==> config.mk <==
export PLATFORM = sky130hd
export DESIGN_NAME = node_pair_traffic_counter
export DESIGN_NICKNAME = d
export VERILOG_FILES = /design/src/sv/npt_pkg.sv /design/src/sv/node_pair_traffic_counter.sv /design/src/sv/npt_out_fifo.sv
export SDC_FILE = /design/constraint.sdc
export NUM_CORES = 1
export LEC_CHECK = 0
export BUFFER_PORTS_ARGS = -buffer_cell sky130_fd_sc_hd__buf_2
export CAP_MARGIN = 25
export CORE_ASPECT_RATIO = 0.8
export CORE_MARGIN = 2
export CORE_UTILIZATION = 55
export DETAILED_ROUTE_END_ITERATION = 7
export GPL_TIMING_DRIVEN = 0
export HOLD_SLACK_MARGIN = 0.06
export PLACE_DENSITY_LB_ADDON = 0.05
export REMOVE_ABC_BUFFERS = 1
export SLEW_MARGIN = 20
export SYNTH_ARGS = -nofsm -noshare
export SYNTH_HDL_FRONTEND = slang
export SYNTH_SLANG_ARGS = --single-unit
==> constraint.sdc <==
create_clock -name clk -period 7.55 [get_ports clk]
set_input_delay 1.51 -clock clk [delete_from_list [all_inputs] [get_ports clk]]
set_output_delay 1.51 -clock clk [all_outputs]
set_load 0.01 [all_outputs]
==> src/sv/npt_pkg.sv <==
// ----------------------------------------------------------------------------
// npt_pkg: shared definitions for the node pair traffic counter
// Widths, register indexes, reset values, operation codes and the result
// record passed between the counter core and its output queue.
// ----------------------------------------------------------------------------
package npt_pkg;

    localparam int NPT_NODES   = 3;
    localparam int ADDR_REGS   = 3;
    localparam int CNT_W       = 32;
    localparam int TOTAL_W     = CNT_W + 1;
    localparam int NODE_W      = 2;
    localparam int CFG_INDEX_W = 3;
    localparam int CFG_DATA_W  = 32;
    localparam int PROTO_W     = 8;
    localparam int PORT_W      = 16;
    localparam int OUT_DEPTH   = 2;
    localparam int OUT_CNT_W   = $clog2(OUT_DEPTH + 1);

    localparam logic [CFG_INDEX_W-1:0] REG_NODE_ADDR_0    = 3'd0;
    localparam logic [CFG_INDEX_W-1:0] REG_NODE_ADDR_1    = 3'd1;
    localparam logic [CFG_INDEX_W-1:0] REG_NODE_ADDR_2    = 3'd2;
    localparam logic [CFG_INDEX_W-1:0] REG_MATCH_PROTOCOL = 3'd3;
    localparam logic [CFG_INDEX_W-1:0] REG_EXCLUDED_PORT  = 3'd4;

    localparam logic [CNT_W-1:0]   RST_NODE_ADDR_0    = 32'hC0A8_010B;
    localparam logic [CNT_W-1:0]   RST_NODE_ADDR_1    = 32'hC0A8_010C;
    localparam logic [CNT_W-1:0]   RST_NODE_ADDR_2    = 32'hC0A8_010D;
    localparam logic [PROTO_W-1:0] RST_MATCH_PROTOCOL = 8'd6;
    localparam logic [PORT_W-1:0]  RST_EXCLUDED_PORT  = 16'd22;

    localparam logic OP_PACKET = 1'b0;
    localparam logic OP_REPORT = 1'b1;

    localparam logic [CNT_W-1:0] CNT_MAX = {CNT_W{1'b1}};

    typedef struct packed {
        logic [NODE_W-1:0]  lower_node;
        logic [NODE_W-1:0]  upper_node;
        logic [TOTAL_W-1:0] pair_total;
        logic               last;
    } npt_result_t;

    // Node index of an unordered pair, pairs numbered (0,1), (0,2), (1,2).
    function automatic int pair_node(input int p, input int nodes, input bit upper);
        int k;
        int r;
        k = 0;
        r = 0;
        for (int i = 0; i < nodes; i++) begin
            for (int j = i + 1; j < nodes; j++) begin
                if (k == p) begin
                    r = upper ? j : i;
                end
                k++;
            end
        end
        return r;
    endfunction

endpackage

==> src/sv/node_pair_traffic_counter.sv <==
// ----------------------------------------------------------------------------
// node_pair_traffic_counter: per node pair packet counter
// Counts filtered packet headers between configured nodes and reports the
// two-way totals of each node pair on request, clearing them as it goes.
// ----------------------------------------------------------------------------
// The input channel carries one request per transfer: a packet header to
// classify or a report request. A header that passes the protocol and port
// filter increments the directional counters of the node pairs its addresses
// match. A report request returns one result per unordered node pair, in the
// order (0,1), (0,2), (1,2), with last set on the final one, and clears them.
// Counters are held one row per unordered pair in a two-port memory with a
// registered read; each row takes one read-modify-write slot. A header that
// hits at most one row (always so with distinct node addresses) streams at one
// per cycle while no report is pending; otherwise its rows issue one by one.
// A report's first result passes the pending mask, the read stage and the
// result queue before it is valid. A two-entry result queue lets headers keep
// flowing while the receiver stalls; report rows wait for queue space. Reset
// restores the register defaults and marks every row as zero at once. The
// configuration channel is always ready.
// ----------------------------------------------------------------------------
module node_pair_traffic_counter
    import npt_pkg::*;
#(
    parameter int NODES = NPT_NODES
)
(
    input  logic                   clk,
    input  logic                   rst_n,
    input  logic                   in_valid,
    output logic                   in_ready,
    input  logic                   opcode,
    input  logic [PROTO_W-1:0]     ip_protocol,
    input  logic [CNT_W-1:0]       source_address,
    input  logic [CNT_W-1:0]       dest_address,
    input  logic [PORT_W-1:0]      source_port,
    input  logic [PORT_W-1:0]      dest_port,
    output logic                   out_valid,
    input  logic                   out_ready,
    output logic [NODE_W-1:0]      lower_node,
    output logic [NODE_W-1:0]      upper_node,
    output logic [TOTAL_W-1:0]     pair_total,
    output logic                   last,
    input  logic                   cfg_valid,
    output logic                   cfg_ready,
    input  logic [CFG_INDEX_W-1:0] cfg_index,
    input  logic [CFG_DATA_W-1:0]  cfg_data
);

    localparam int PAIRS = NODES * (NODES - 1) / 2;
    localparam int ROW_W = (PAIRS > 1) ? $clog2(PAIRS) : 1;
    localparam int ROW_BITS = 2 * CNT_W;

    logic [CNT_W-1:0]   node_addr_reg [ADDR_REGS];
    logic [PROTO_W-1:0] match_protocol_reg;
    logic [PORT_W-1:0]  excluded_port_reg;

    logic [ROW_BITS-1:0] mem [PAIRS];
    logic [ROW_BITS-1:0] rd_data_reg;
    logic [PAIRS-1:0]    row_valid_reg;

    logic [PAIRS-1:0]        pend_mask_reg;
    logic [PAIRS-1:0]        pend_mask_next;
    logic [PAIRS-1:0][1:0]   pend_inc_reg;
    logic [PAIRS-1:0][1:0]   pend_inc_next;
    logic                    pend_report_reg;
    logic                    pend_report_next;

    logic [PAIRS-1:0][1:0]   new_inc;
    logic [PAIRS-1:0]        new_mask;
    logic [NODES-1:0]        src_hit;
    logic [NODES-1:0]        dst_hit;
    logic                    pass;
    logic                    in_accept;

    logic [ROW_W-1:0]        sel_row;
    logic [PAIRS-1:0]        sel_oh;
    logic                    issue;
    logic [OUT_CNT_W:0]      occ_after;

    logic                    s1_valid_reg;
    logic                    s1_report_reg;
    logic [ROW_W-1:0]        s1_row_reg;
    logic [1:0]              s1_inc_reg;

    logic                    wb_valid_reg;
    logic [ROW_W-1:0]        wb_row_reg;
    logic [ROW_BITS-1:0]     wb_data_reg;

    logic [ROW_BITS-1:0]     cur_row;
    logic [CNT_W-1:0]        cnt_a;
    logic [CNT_W-1:0]        cnt_b;
    logic [ROW_BITS-1:0]     wr_data;

    npt_result_t             push_data;
    npt_result_t             out_data;
    logic                    push;
    logic [OUT_CNT_W-1:0]    fifo_count;

    assign cfg_ready = 1'b1;

    always_ff @(posedge clk or negedge rst_n)
    begin
        if (!rst_n)
        begin
            node_addr_reg[0]   <= RST_NODE_ADDR_0;
            node_addr_reg[1]   <= RST_NODE_ADDR_1;
            node_addr_reg[2]   <= RST_NODE_ADDR_2;
            match_protocol_reg <= RST_MATCH_PROTOCOL;
            excluded_port_reg  <= RST_EXCLUDED_PORT;
        end
        else if (cfg_valid && cfg_ready)
        begin
            unique case (cfg_index)
                REG_NODE_ADDR_0:    node_addr_reg[0]   <= cfg_data;
                REG_NODE_ADDR_1:    node_addr_reg[1]   <= cfg_data;
                REG_NODE_ADDR_2:    node_addr_reg[2]   <= cfg_data;
                REG_MATCH_PROTOCOL: match_protocol_reg <= cfg_data[PROTO_W-1:0];
                REG_EXCLUDED_PORT:  excluded_port_reg  <= cfg_data[PORT_W-1:0];
                default:            ;
            endcase
        end
    end

    // Classification of the incoming header.
    for (genvar n = 0; n < NODES; n++)
    begin : g_hit
        assign src_hit[n] = (node_addr_reg[n] == source_address);
        assign dst_hit[n] = (node_addr_reg[n] == dest_address);
    end

    assign pass = (ip_protocol == match_protocol_reg)
               && (source_port != excluded_port_reg)
               && (dest_port != excluded_port_reg);

    for (genvar p = 0; p < PAIRS; p++)
    begin : g_pair
        localparam int LO = pair_node(p, NODES, 1'b0);
        localparam int HI = pair_node(p, NODES, 1'b1);
        assign new_inc[p][0] = pass && src_hit[LO] && dst_hit[HI];
        assign new_inc[p][1] = pass && src_hit[HI] && dst_hit[LO];
        assign new_mask[p]   = (opcode == OP_REPORT) || (new_inc[p] != 2'b00);
    end

    // Row issue: lowest pending row first.
    always_comb
    begin
        sel_row = '0;
        sel_oh  = '0;
        for (int p = PAIRS - 1; p >= 0; p--)
        begin
            if (pend_mask_reg[p])
            begin
                sel_row = ROW_W'(p);
            end
        end
        if (pend_mask_reg != '0)
        begin
            sel_oh[sel_row] = 1'b1;
        end
    end

    assign occ_after = {1'b0, fifo_count} - {{OUT_CNT_W{1'b0}}, (out_valid && out_ready)}
                     + {{OUT_CNT_W{1'b0}}, (s1_valid_reg && s1_report_reg)};
    assign issue     = (pend_mask_reg != '0)
                    && (!pend_report_reg || (occ_after < (OUT_CNT_W + 1)'(OUT_DEPTH)));
    assign in_ready  = ((pend_mask_reg & ~(issue ? sel_oh : '0)) == '0);
    assign in_accept = in_valid && in_ready;

    always_comb
    begin
        pend_mask_next   = pend_mask_reg;
        pend_inc_next    = pend_inc_reg;
        pend_report_next = pend_report_reg;
        if (issue)
        begin
            pend_mask_next = pend_mask_reg & ~sel_oh;
        end
        if (in_accept)
        begin
            pend_mask_next   = new_mask;
            pend_inc_next    = new_inc;
            pend_report_next = (opcode == OP_REPORT);
        end
    end

    always_ff @(posedge clk or negedge rst_n)
    begin
        if (!rst_n)
        begin
            pend_mask_reg   <= '0;
            pend_report_reg <= 1'b0;
            s1_valid_reg    <= 1'b0;
            wb_valid_reg    <= 1'b0;
            row_valid_reg   <= '0;
        end
        else
        begin
            pend_mask_reg   <= pend_mask_next;
            pend_report_reg <= pend_report_next;
            s1_valid_reg    <= issue;
            wb_valid_reg    <= s1_valid_reg;
            if (s1_valid_reg)
            begin
                row_valid_reg[s1_row_reg] <= 1'b1;
            end
        end
    end

    always_ff @(posedge clk)
    begin
        pend_inc_reg <= pend_inc_next;
        if (issue)
        begin
            s1_row_reg    <= sel_row;
            s1_report_reg <= pend_report_reg;
            s1_inc_reg    <= pend_inc_reg[sel_row];
        end
        if (s1_valid_reg)
        begin
            wb_row_reg  <= s1_row_reg;
            wb_data_reg <= wr_data;
        end
    end

    // Counter memory: one row of two directional counters per pair.
    always_ff @(posedge clk)
    begin
        if (issue)
        begin
            rd_data_reg <= mem[sel_row];
        end
        if (s1_valid_reg)
        begin
            mem[s1_row_reg] <= wr_data;
        end
    end

    // A write in the cycle of the read is not seen by that read, so it is
    // forwarded from the write-back copy.
    always_comb
    begin
        priority if (wb_valid_reg && (wb_row_reg == s1_row_reg))
        begin
            cur_row = wb_data_reg;
        end
        else if (row_valid_reg[s1_row_reg])
        begin
            cur_row = rd_data_reg;
        end
        else
        begin
            cur_row = '0;
        end
    end

    assign cnt_a = cur_row[CNT_W-1:0];
    assign cnt_b = cur_row[ROW_BITS-1:CNT_W];

    always_comb
    begin
        wr_data = '0;
        if (!s1_report_reg)
        begin
            wr_data[CNT_W-1:0]        = (s1_inc_reg[0] && (cnt_a != CNT_MAX))
                                      ? cnt_a + 1'b1 : cnt_a;
            wr_data[ROW_BITS-1:CNT_W] = (s1_inc_reg[1] && (cnt_b != CNT_MAX))
                                      ? cnt_b + 1'b1 : cnt_b;
        end
    end

    assign push                 = s1_valid_reg && s1_report_reg;
    assign push_data.lower_node = NODE_W'(pair_node(int'(s1_row_reg), NODES, 1'b0));
    assign push_data.upper_node = NODE_W'(pair_node(int'(s1_row_reg), NODES, 1'b1));
    assign push_data.pair_total = {1'b0, cnt_a} + {1'b0, cnt_b};
    assign push_data.last       = (s1_row_reg == ROW_W'(PAIRS - 1));

    npt_out_fifo u_out_fifo
    (
        .clk       (clk),
        .rst_n     (rst_n),
        .push      (push),
        .push_data (push_data),
        .count     (fifo_count),
        .out_valid (out_valid),
        .out_ready (out_ready),
        .out_data  (out_data)
    );

    assign lower_node = out_data.lower_node;
    assign upper_node = out_data.upper_node;
    assign pair_total = out_data.pair_total;
    assign last       = out_data.last;

endmodule

==> src/sv/npt_out_fifo.sv <==
// ----------------------------------------------------------------------------
// npt_out_fifo: result queue
// Small queue that parts the counter pipeline from the result receiver and
// reports its fill level so that the core can reserve space for a request.
// ----------------------------------------------------------------------------
module npt_out_fifo
    import npt_pkg::*;
(
    input  logic                 clk,
    input  logic                 rst_n,
    input  logic                 push,
    input  npt_result_t          push_data,
    output logic [OUT_CNT_W-1:0] count,
    output logic                 out_valid,
    input  logic                 out_ready,
    output npt_result_t          out_data
);

    localparam int PTR_W = (OUT_DEPTH > 1) ? $clog2(OUT_DEPTH) : 1;

    npt_result_t              entry_reg [OUT_DEPTH];
    logic [PTR_W-1:0]         wr_ptr_reg;
    logic [PTR_W-1:0]         wr_ptr_next;
    logic [PTR_W-1:0]         rd_ptr_reg;
    logic [PTR_W-1:0]         rd_ptr_next;
    logic [OUT_CNT_W-1:0]     count_reg;
    logic [OUT_CNT_W-1:0]     count_next;
    logic                     pop;

    assign pop       = out_valid && out_ready;
    assign out_valid = (count_reg != '0);
    assign out_data  = entry_reg[rd_ptr_reg];
    assign count     = count_reg;

    always_comb
    begin
        wr_ptr_next = wr_ptr_reg;
        rd_ptr_next = rd_ptr_reg;
        count_next  = count_reg;
        if (push)
        begin
            wr_ptr_next = (wr_ptr_reg == PTR_W'(OUT_DEPTH - 1)) ? '0 : wr_ptr_reg + 1'b1;
        end
        if (pop)
        begin
            rd_ptr_next = (rd_ptr_reg == PTR_W'(OUT_DEPTH - 1)) ? '0 : rd_ptr_reg + 1'b1;
        end
        if (push && !pop)
        begin
            count_next = count_reg + 1'b1;
        end
        else if (pop && !push)
        begin
            count_next = count_reg - 1'b1;
        end
    end

    always_ff @(posedge clk or negedge rst_n)
    begin
        if (!rst_n)
        begin
            wr_ptr_reg <= '0;
            rd_ptr_reg <= '0;
            count_reg  <= '0;
        end
        else
        begin
            wr_ptr_reg <= wr_ptr_next;
            rd_ptr_reg <= rd_ptr_next;
            count_reg  <= count_next;
        end
    end

    always_ff @(posedge clk)
    begin
        if (push)
        begin
            entry_reg[wr_ptr_reg] <= push_data;
        end
    end

endmodule

Yosys cells after proc, flatten, opt, wreduce, memory -nomap -nowiden:

Memory sizes are Yosys's and may differ from the RTL's. A register that Yosys moved wholly into a read port is not among the register bits.
Index checks and enable logic that the tools add are counted.

* bitwise gates (word level): 5
* mux-type cells: 32
* reduce and logical (&&, ||, !) cells: 44
* $add $sub $neg: 9
* $lt $le $gt $ge: 5
* eq/ne operators: 19

Operator list (number)
* $eq 32x32->1: 6
* $mux 64: 3
* $add 32x1->32 const B: 2
* $mux 32: 2
* $ne 32x32->1 const B: 2
* $add 32x32->33: 1
* $ne 16x16->1: 2
* $logic_and 1x1->1: 22
* $mux 2: 8
* $mux 3: 4
* $reduce_bool 2->1: 6
* $mux 1: 11
* $reduce_and 2->1: 5
* $eq 8x8->1: 1
* $and 3x3->3: 2
* $eq 3x2->1 const B: 2
* $logic_not 3->1: 2
* $lt 2x3->1 const B: 2
* $not 3->3: 2
* $bmux 2 s2: 1
* $demux 1 s2: 2
* $eq 2x2->1 const A: 2
* $ge 2x1->1 const B: 2
* $logic_or 1x1->1: 4
* 15 further kinds: 18

* output and inout bits: 41
* word-level logic and storage cells: 137
* bits in registers: 210
* memories: 2
* memory bits (writable): 266

Memories
* mem: words 3, bits a word 64, rd ports 1, clocked after Yosys merged registers in 1, wr ports 1, RTL line node_pair_traffic_counter.sv:57 `logic [ROW_BITS-1:0] mem [PAIRS];`
* u_out_fifo.entry_reg: words 2, bits a word 37, rd ports 1, clocked after Yosys merged registers in 0, wr ports 1, RTL line npt_out_fifo.sv:21 `npt_result_t entry_reg [OUT_DEPTH];`

Logic depth before layout (Yosys ltp):

Gate-level depths: netlist of the first run.

* word-level depth: 14
* mapped depth: 19
* mapped depth without buffers: 15

Hierarchy:

From an unflattened synthesis of the first run, not the netlist that was laid out.

* cells, all modules: 2060
* area, all modules: 26569.2 um^2

By module, submodules not included
* node_pair_traffic_counter: cells each 1927, area an instance 23597.6 um^2, times used 1, seq. area each 13266.5 um^2
* npt_out_fifo: cells each 133, area an instance 2971.6 um^2, times used 1, seq. area each 2382.3 um^2

Least setup slack after synthesis of the first run:

OpenSTA, ideal clock, no wires.

* kind: register to register
* start point: register s1_valid_reg
* end point: register rd_data_reg[0], read port of mem (enable)
* data arrival time: 5.948 ns
* setup time: 0.497 ns
* clock period less this slack: 6.445 ns
* slack: 1.105 ns
* path buffers: 1
* cell stages (with the launch flop): 7
* cells stage by stage: dfrtp_1 > nand2_1 > nor2_1 > fa_1 > o21a_1 > clkbuf_1 > nor2_1

* longest elaborated chain between the ends: 5

Ends and longest elaborated chain
* start: declaration: RTL line node_pair_traffic_counter.sv:80 `logic s1_valid_reg;`
* start signal: assignment: RTL line node_pair_traffic_counter.sv:200 `s1_valid_reg <= issue;`
* $logic_and 1x1->1: RTL line node_pair_traffic_counter.sv:163 `+ {{OUT_CNT_W{1'b0}}, (s1_valid_reg && s1_report_reg)};`
* $add 3x1->3: RTL line node_pair_traffic_counter.sv:163
* $lt 3x2->1: RTL line node_pair_traffic_counter.sv:165 `&& (!pend_report_reg || (occ_after < (OUT_CNT_W + 1)'(OUT_DEPTH)));`
* $logic_or 1x1->1: RTL line node_pair_traffic_counter.sv:165
* $logic_and 1x1->1: RTL line node_pair_traffic_counter.sv:165
* via issue: RTL line node_pair_traffic_counter.sv:77 `logic issue;`
* end: declaration: RTL line node_pair_traffic_counter.sv:58 `logic [ROW_BITS-1:0] rd_data_reg;`

The timed path passes the listed nets, and every way through them passes these cells.
A chain may end at the register's enable or synchronous reset.

==> reports/results.ini, run 1 <==
[status]
outcome = complete, no violations

[sta]
relSlewSlack_pct = 28.7
rsz0062_at_grt = no
whs_ns = 0.467
timing.final.crit_share_pct = 92.9
fmax_ghz = 0.143
worstMarginPinSlew_ns = 1.06
period_needed_ns = 7.02
drv_slew = 0
setup_violations = 0
skew_ns = 0.0188
hold_violations = 0

[power]
ir_drop_mv = 0.312
power.density_nw_per_um2 = 539
p_leak_nw = 11.4

[routing]
dr.pass1.iters = 6
vias = 18400
wl_per_cell_um = 24.9
drtAntennaViolNets = 0
dr.max_layer_used = met4
avgViaCountPerCell = 6.15
met3_wirelength_um = 7620
drc = 0
drt_iter0_drc = 1902
wl_met2_um = 29500
drt-met1-wl_um = 35900
routed_wl_um = 74300

[floorplanning]
row_count = 72
num_io_pins = 186
fp.dieArea_sq_um = 50600
fp.dieW_um = 251
initial_utilization_pct = 55.6
die_h_um = 202
core_area_sq_um = 48300

[critical_path]
start_kind = flop
required_ns = 7.87
cp.arrival_ns = 7.34
end_kind = flop
crit_fanout = 24
worst-setup-path-type = flop to flop

[synth]
syn_area_sq_um = 26800
yosysSeqAreaShare_pct = 57.9
ys.flop_type = edfxtp_1
ys_types = 86
synthArstFlopShare_pct = 24.7
yosys.area.top_type = edfxtp_1
yosysWarningCount = 0
avgSynthCellArea_sq_um = 12.6
syn_inst = 2129
ys_seq_elements = 538
synth.top_cells.by_area = edfxtp_1 (45%), dfrtp_1 (9.5%), xnor2_1 (8.9%)
yosys.area.top_type_share_pct = 45.3
synth_edf_count = 405

[placed_design]
port_buffers = 183
place_congestion = 0.938
dp.final_hpwl_um = 55400
dpl_cell_area_sq_um = 29100

[cells_and_area]
fill_cells = 3680
design_area_sq_um = 30800
largest_reg_flops = 192
drive_gt1_share_pct = 23.2
area_growth_syn_to_layout_pct = 14.7
final_net_count = 2501

[clock_tree]
root_buffer = clkbuf_16
clk_latency_ns = 0.61
postCtsHoldBufs = 0
cts_setup_buffers = 0
path_clk_slew_ns = 0.06
cts_made_buffers = 52
htree_levels = 2
clockBufferDepth = 3
cts_tree = yes
ctsResizeCount = 0
clkSinkCount = 538

[run]
cap_violations = 0

[min_path]
hp-class = flop to flop

[grt]
grt_pass1_wl_um = 112000
grt_antenna_before_repair = 1
grt_usage_pct = 29.6
grt_max_degree = 87
first_global_vias = 17700
grt_overflow = 0

-- cells by family (layout without fill, tap and decap cells) --
group	count (synthesis)	count (layout)	synth area share, %
adder cells (fa/ha/maj)	43	43	2.00
AO/OA/AOI/OAI	316	316	8.07
buffers and inverters	144	370	2.16
other	2	4	0.0280
flip-flops	538	538	57.9
AND/OR/NAND/NOR	550	550	10.5
multiplexers	231	231	9.37
XOR/XNOR	305	305	10.0
-- worst max-delay path: stages (launching register included) --
cell	delay [ns]
dfrtp_1	0.87
clkinv_1	1.09
nor3_4	0.86
buf_8	0.25
buf_8	0.19
nor2_4	0.11
buf_12	0.22
a22oi_1	0.32
inv_1	0.17
ha_1	0.40
nand2_1	0.11
nor4_1	0.36
nand4_1	0.18
o211a_1	0.19
o21ai_0	0.37
a41oi_1	0.30
o41ai_1	0.53
xor2_1	0.16
-- final timing paths --
path | start | endpoint | slack (ns) | cells past startpoint
max | wb_valid_reg | u_out_fifo.entry_reg[0][32] | 0.53 | 17
min | row_valid_reg[0] | row_valid_reg[0] | 0.47 | 1
max reg2reg | wb_valid_reg | u_out_fifo.entry_reg[0][32] | 0.53 | 17
min reg2reg | row_valid_reg[0] | row_valid_reg[0] | 0.47 | 1
max in group asynchronous | rst_n | u_out_fifo.rd_ptr_reg | 5.95 | 2
min in group asynchronous | rst_n | node_addr_reg[81] | 0.80 | 1
-- final cells by class --
cell class | instances | area, sq um | area share, %
diodes | 2 | 5.00 | 0.0163
inverters | 42 | 158 | 0.512
clock inverters | 25 | 218 | 0.707
clock buffers | 68 | 1410 | 4.57
repair buffers | 235 | 1820 | 5.90
flip-flops and latches | 538 | 15500 | 50.5
well taps | 629 | 787 | 2.56
multi-input cells | 1447 | 10900 | 35.3
-- power by group --
group          internal [mW]  switching (mW)  total (mW)
sequential              5.37           0.691        6.06
clock                   1.41            1.11        2.52
combinational           2.92            5.11        8.02
total                   9.70            6.90        16.6
-- through the flow --
step	util (%)	cells	total power [mW]	setup TNS, ns	setup WS, ns
3_3_place_gp	58.2	2839	13.2	-977.33	-5.71
3_5_place_dp	60.4	2889	13.9	0	0.815
6_report	63.7	2986	16.6	0	0.535
4_1_cts	63.7	2982	16.5	0	0.773
5_1_grt	63.7	2984	17.5	0	0.297
2_1_floorplan	-	2027	10.9	-0.329	-0.329
-- cells in the final DEF (no fill, tap or decap), drive strengths merged, types with 19 or more instances in the layout --
master and n:
nand3 57, edfxtp 405, o21ai 100, buf 234, dfstp 31, clkbuf 69
a22o 25, mux2 161, a31oi 21, nor3 28, dfrtp 102, mux2i 70
inv 44, nand4 96, nand2 178, nor2 76, ha 39, xor2 33
nor4 34, a21o 24, xnor2 272, a21oi 47, and3 19
-- routing by layer --
layer,global-route usage [%],vias up
met2,39.6,826
li1,-,8322
met5,0,-
met4,6.27,0
met3,8.11,98
met1,47.6,9113
-- cells in the mapped netlist (19+ instances only) --
cell type	instances
a21oi_1	47
a31oi_1	21
nor4_1	34
inv_1	41
and3_1	19
nand4_1	95
xnor2_1	272
o21ai_0	98
ha_1	39
nor2_1	76
mux2_2	161
dfstp_2	31
edfxtp_1	405
xor2_1	31
nand3_1	56
dfrtp_1	102
nor3_1	23
mux2i_1	70
clkbuf_1	71
nand2_1	178
a22o_1	25
a21o_1	24
Note: power is estimated with default switching activity, not from simulation.
==> run 2, diff against run 1 <==
--- a/config.mk
+++ b/config.mk
@@ -5,6 +5,7 @@
 export SDC_FILE = /design/constraint.sdc
 export NUM_CORES = 1
 export LEC_CHECK = 0
+export ABC_AREA = 1
 export BUFFER_PORTS_ARGS = -buffer_cell sky130_fd_sc_hd__buf_2
 export CAP_MARGIN = 25
 export CORE_ASPECT_RATIO = 0.8
==> run 2 against run 1 <==
Against the previous run:
- flip-flop and latch count did not move
- die area rose by 4.8%
- clock power rose by 9.5%
- critical endpoint is now mem[2][29]
- largest cell class unchanged
==> reports/results.ini, run 2 <==
[status]
outcome = complete, no violations  ; unchanged

[critical_path]
end_kind = flop  ; unchanged
slowest_stage = nand2_2  ; was clkinv_1
crit_chain = inv_2, nand2_1, nand2_1, nand3_4, inv_6, buf_16, nand2_1, nand2_2, ha_1, nand3_2, inv_2, nand2_2, nor2_2, nand2_2, nand2_2, inv_2, nand2_1, nand2_1, nor2_1  ; was clkinv_1, nor3_4, buf_8, buf_8, nor2_4, buf_12, a22oi_1, inv_1, ha_1, nand2_1, nor4_1, nand4_1, o211a_1, o21ai_0, a41oi_1, o41ai_1, xor2_1
start_kind = flop  ; unchanged
required_ns = 7.94  ; was 7.87 ns
crit_fanout = 76  ; was 24
worst-setup-path-type = flop to flop  ; unchanged
critPathMaxStageDelay_ns = 0.52  ; was 1.09 ns
cp_num_buf_inv = 5  ; unchanged
cpMostUsedCell = nand2_1  ; was buf_8
cp.arrival_ns = 5.52  ; was 7.34 ns
cp_top_family = simple AND/OR/NAND/NOR gates  ; was buffers and inverters

[routing]
drtAntennaViolNets = 0  ; unchanged
drc = 0  ; unchanged
routed_wl_um = 77200  ; was 74300 um
wl_per_cell_um = 19.2  ; was 24.9 um
drt_iter0_drc = 2093  ; was 1902
dr.pass1.iters = 6  ; unchanged
avgViaCountPerCell = 5.46  ; was 6.15
vias = 21900  ; was 18400

[clock_tree]
clkSinkCount = 538  ; unchanged
clockBufferDepth = 3  ; unchanged
path_clk_slew_ns = 0.06  ; about the same
root_buffer = clkbuf_16  ; unchanged
clk_latency_ns = 0.61  ; about the same
cts_made_buffers = 53  ; was 52
postCtsHoldBufs = 0  ; unchanged
htree_levels = 2  ; unchanged
ctsResizeCount = 0  ; unchanged
cts_setup_buffers = 0  ; unchanged
cts_tree = yes  ; unchanged

[sta]
hold_violations = 0  ; unchanged
setup_violations = 0  ; unchanged
skew_ns = 0.0324  ; was 0.0188 ns
fmax_ghz = 0.195  ; was 0.143 GHz
relSlewSlack_pct = 35.8  ; was 28.7%
worstMarginPinSlew_ns = 0.953  ; was 1.06 ns
period_needed_ns = 5.13  ; was 7.02 ns
rsz0062_at_grt = no  ; unchanged
drv_slew = 0  ; unchanged
timing.final.crit_share_pct = 68.0  ; was 92.9%

[cells_and_area]
final_net_count = 3476  ; was 2501
drive_gt1_share_pct = 13.7  ; was 23.2%
final_cell_mix = nand2_1 (1042), edfxtp_1 (405), nor2_1 (320)  ; was edfxtp_1 (405), xnor2_1 (270), buf_2 (183)
instances_no_fill = 4020  ; was 2986
final_common_cell = nand2_1  ; was edfxtp_1
largest_reg_flops = 192  ; unchanged
area_growth_syn_to_layout_pct = 13.5  ; was 14.7%
n_antenna_cell = 0  ; was 2

[floorplanning]
initial_utilization_pct = 55.4  ; was 55.6%
fp.dieW_um = 257  ; was 251 um
row_count = 74  ; was 72
fp.dieArea_sq_um = 53000  ; was 50600 sq um
die_h_um = 206  ; was 202 um
core_area_sq_um = 50800  ; was 48300 sq um
num_io_pins = 186  ; unchanged

[synth]
ys_seq_elements = 538  ; unchanged
synth.top_cells.by_area = edfxtp_1 (43%), nand2_1 (14%), dfrtp_1 (9.1%)  ; was edfxtp_1 (45%), dfrtp_1 (9.5%), xnor2_1 (8.9%)
syn_area_sq_um = 28200  ; was 26800 sq um
avgSynthCellArea_sq_um = 9.03  ; was 12.6 sq um
yosysSeqAreaShare_pct = 55.1  ; was 57.9%
synth_edf_count = 405  ; unchanged
yosys.area.top_type_share_pct = 43.2  ; was 45.3%
post-synth-top-count-cell = nand2_1  ; was edfxtp_1
synthTopCellsByCount = nand2_1 (1044), edfxtp_1 (405), nor2_1 (323)  ; was edfxtp_1 (405), xnor2_1 (272), nand2_1 (178)
ys.flop_type = edfxtp_1  ; unchanged
yosys.area.top_type = edfxtp_1  ; unchanged
synthArstFlopShare_pct = 24.7  ; unchanged
yosysWarningCount = 0  ; unchanged
ys_types = 50  ; was 86
syn_inst = 3119  ; was 2129

[power]
ir_drop_mv = 0.276  ; was 0.312 mV
power.density_nw_per_um2 = 548  ; was 539 nW/um^2
total_power_mw = 17.5  ; was 16.6 mW
p_leak_nw = 13.4  ; was 11.4 nW

[grt]
grt_pass1_wl_um = 119000  ; was 112000 um
grt_antenna_before_repair = 1  ; unchanged
first_global_vias = 20500  ; was 17700
grt_overflow = 0  ; unchanged
grt_max_degree = 85  ; was 87
grt_usage_pct = 29.4  ; was 29.6%

[min_path]
hp-class = flop to flop  ; unchanged

[run]
cap_violations = 0  ; unchanged

[placed_design]
place_congestion = 0.928  ; was 0.938
dp.final_hpwl_um = 56800  ; was 55400 um
port_buffers = 183  ; unchanged
dp_cells = 3919  ; was 2889

-- run 2: kinds of logic after synthesis --
group / synth area share (%)
DFF: 55.1
and+or+nand+nor: 23.7
other: 0.0267
adders and majority gates: 1.80
AOI/OAI and AO/OA: 7.48
xor gates and xnor gates: 6.72
buffers and inverters: 5.11
-- run 2: layer usage --
metal,vias up,share of wire [%],track usage [%]
met5,-,0,0
met1,10400,49,45.6
met3,86,8.7,6.11
met2,795,41,42.1
met4,0,1.8,6.73
li1,10600,-,-
-- run 2: final timing paths --
| kind | startpoint | depth (start not counted) | end | slack (ns) |
|---|---|---|---|---|
| max | s1_row_reg[1] | 19 | mem[2][29] | 2.42 |
| min | pend_report_reg | 0 | s1_report_reg | 0.45 |
| max reg2reg | s1_row_reg[1] | 19 | mem[2][29] | 2.42 |
| min reg2reg | pend_report_reg | 0 | s1_report_reg | 0.45 |
| max in group asynchronous | rst_n | 2 | u_out_fifo.rd_ptr_reg | 5.92 |
| min in group asynchronous | rst_n | 1 | match_protocol_reg[6] | 0.79 |
-- run 2: worst reg2reg max path: cells and delay by family, from the launching register on --
kind	cells	cell delay, ns
adders and majority gates	1	0.23
and+or+nand+nor	13	2.69
buffers and inverters	5	1.55
DFF	1	0.48
-- run 2: power by group --
part	switching [mW]	total, mW	internal [mW]
clock network	1.14	2.76	1.62
registers	0.506	5.96	5.45
logic	6.17	8.79	2.62
total	7.81	17.5	9.69
-- run 2: cell type report --
| cell class | instances | area, sq um |
|---|---|---|
| fillers | 4211 | 18900 |
| flip-flops and latches | 538 | 15500 |
| multi-input cells | 2244 | 11200 |
| repair buffers | 213 | 1600 |
| clock buffers | 69 | 1480 |
| inverters | 241 | 920 |
| well taps | 684 | 856 |
| clock inverters | 31 | 329 |
-- run 2: per-stage QoR --
step	instance area [sq um]	worst slack (ns)	util (%)	hold WS, ns	TNS (ns)
global placement	29400	-4.43	57.8	0.431	-498.42
finish	32000	2.42	62.9	0.452	0
global route	32000	1.99	62.9	0.455	0
detailed placement	30100	2.51	59.3	0.440	0
CTS	31900	2.50	62.8	0.455	0
floorplan	27600	0.434	-	0.422	0
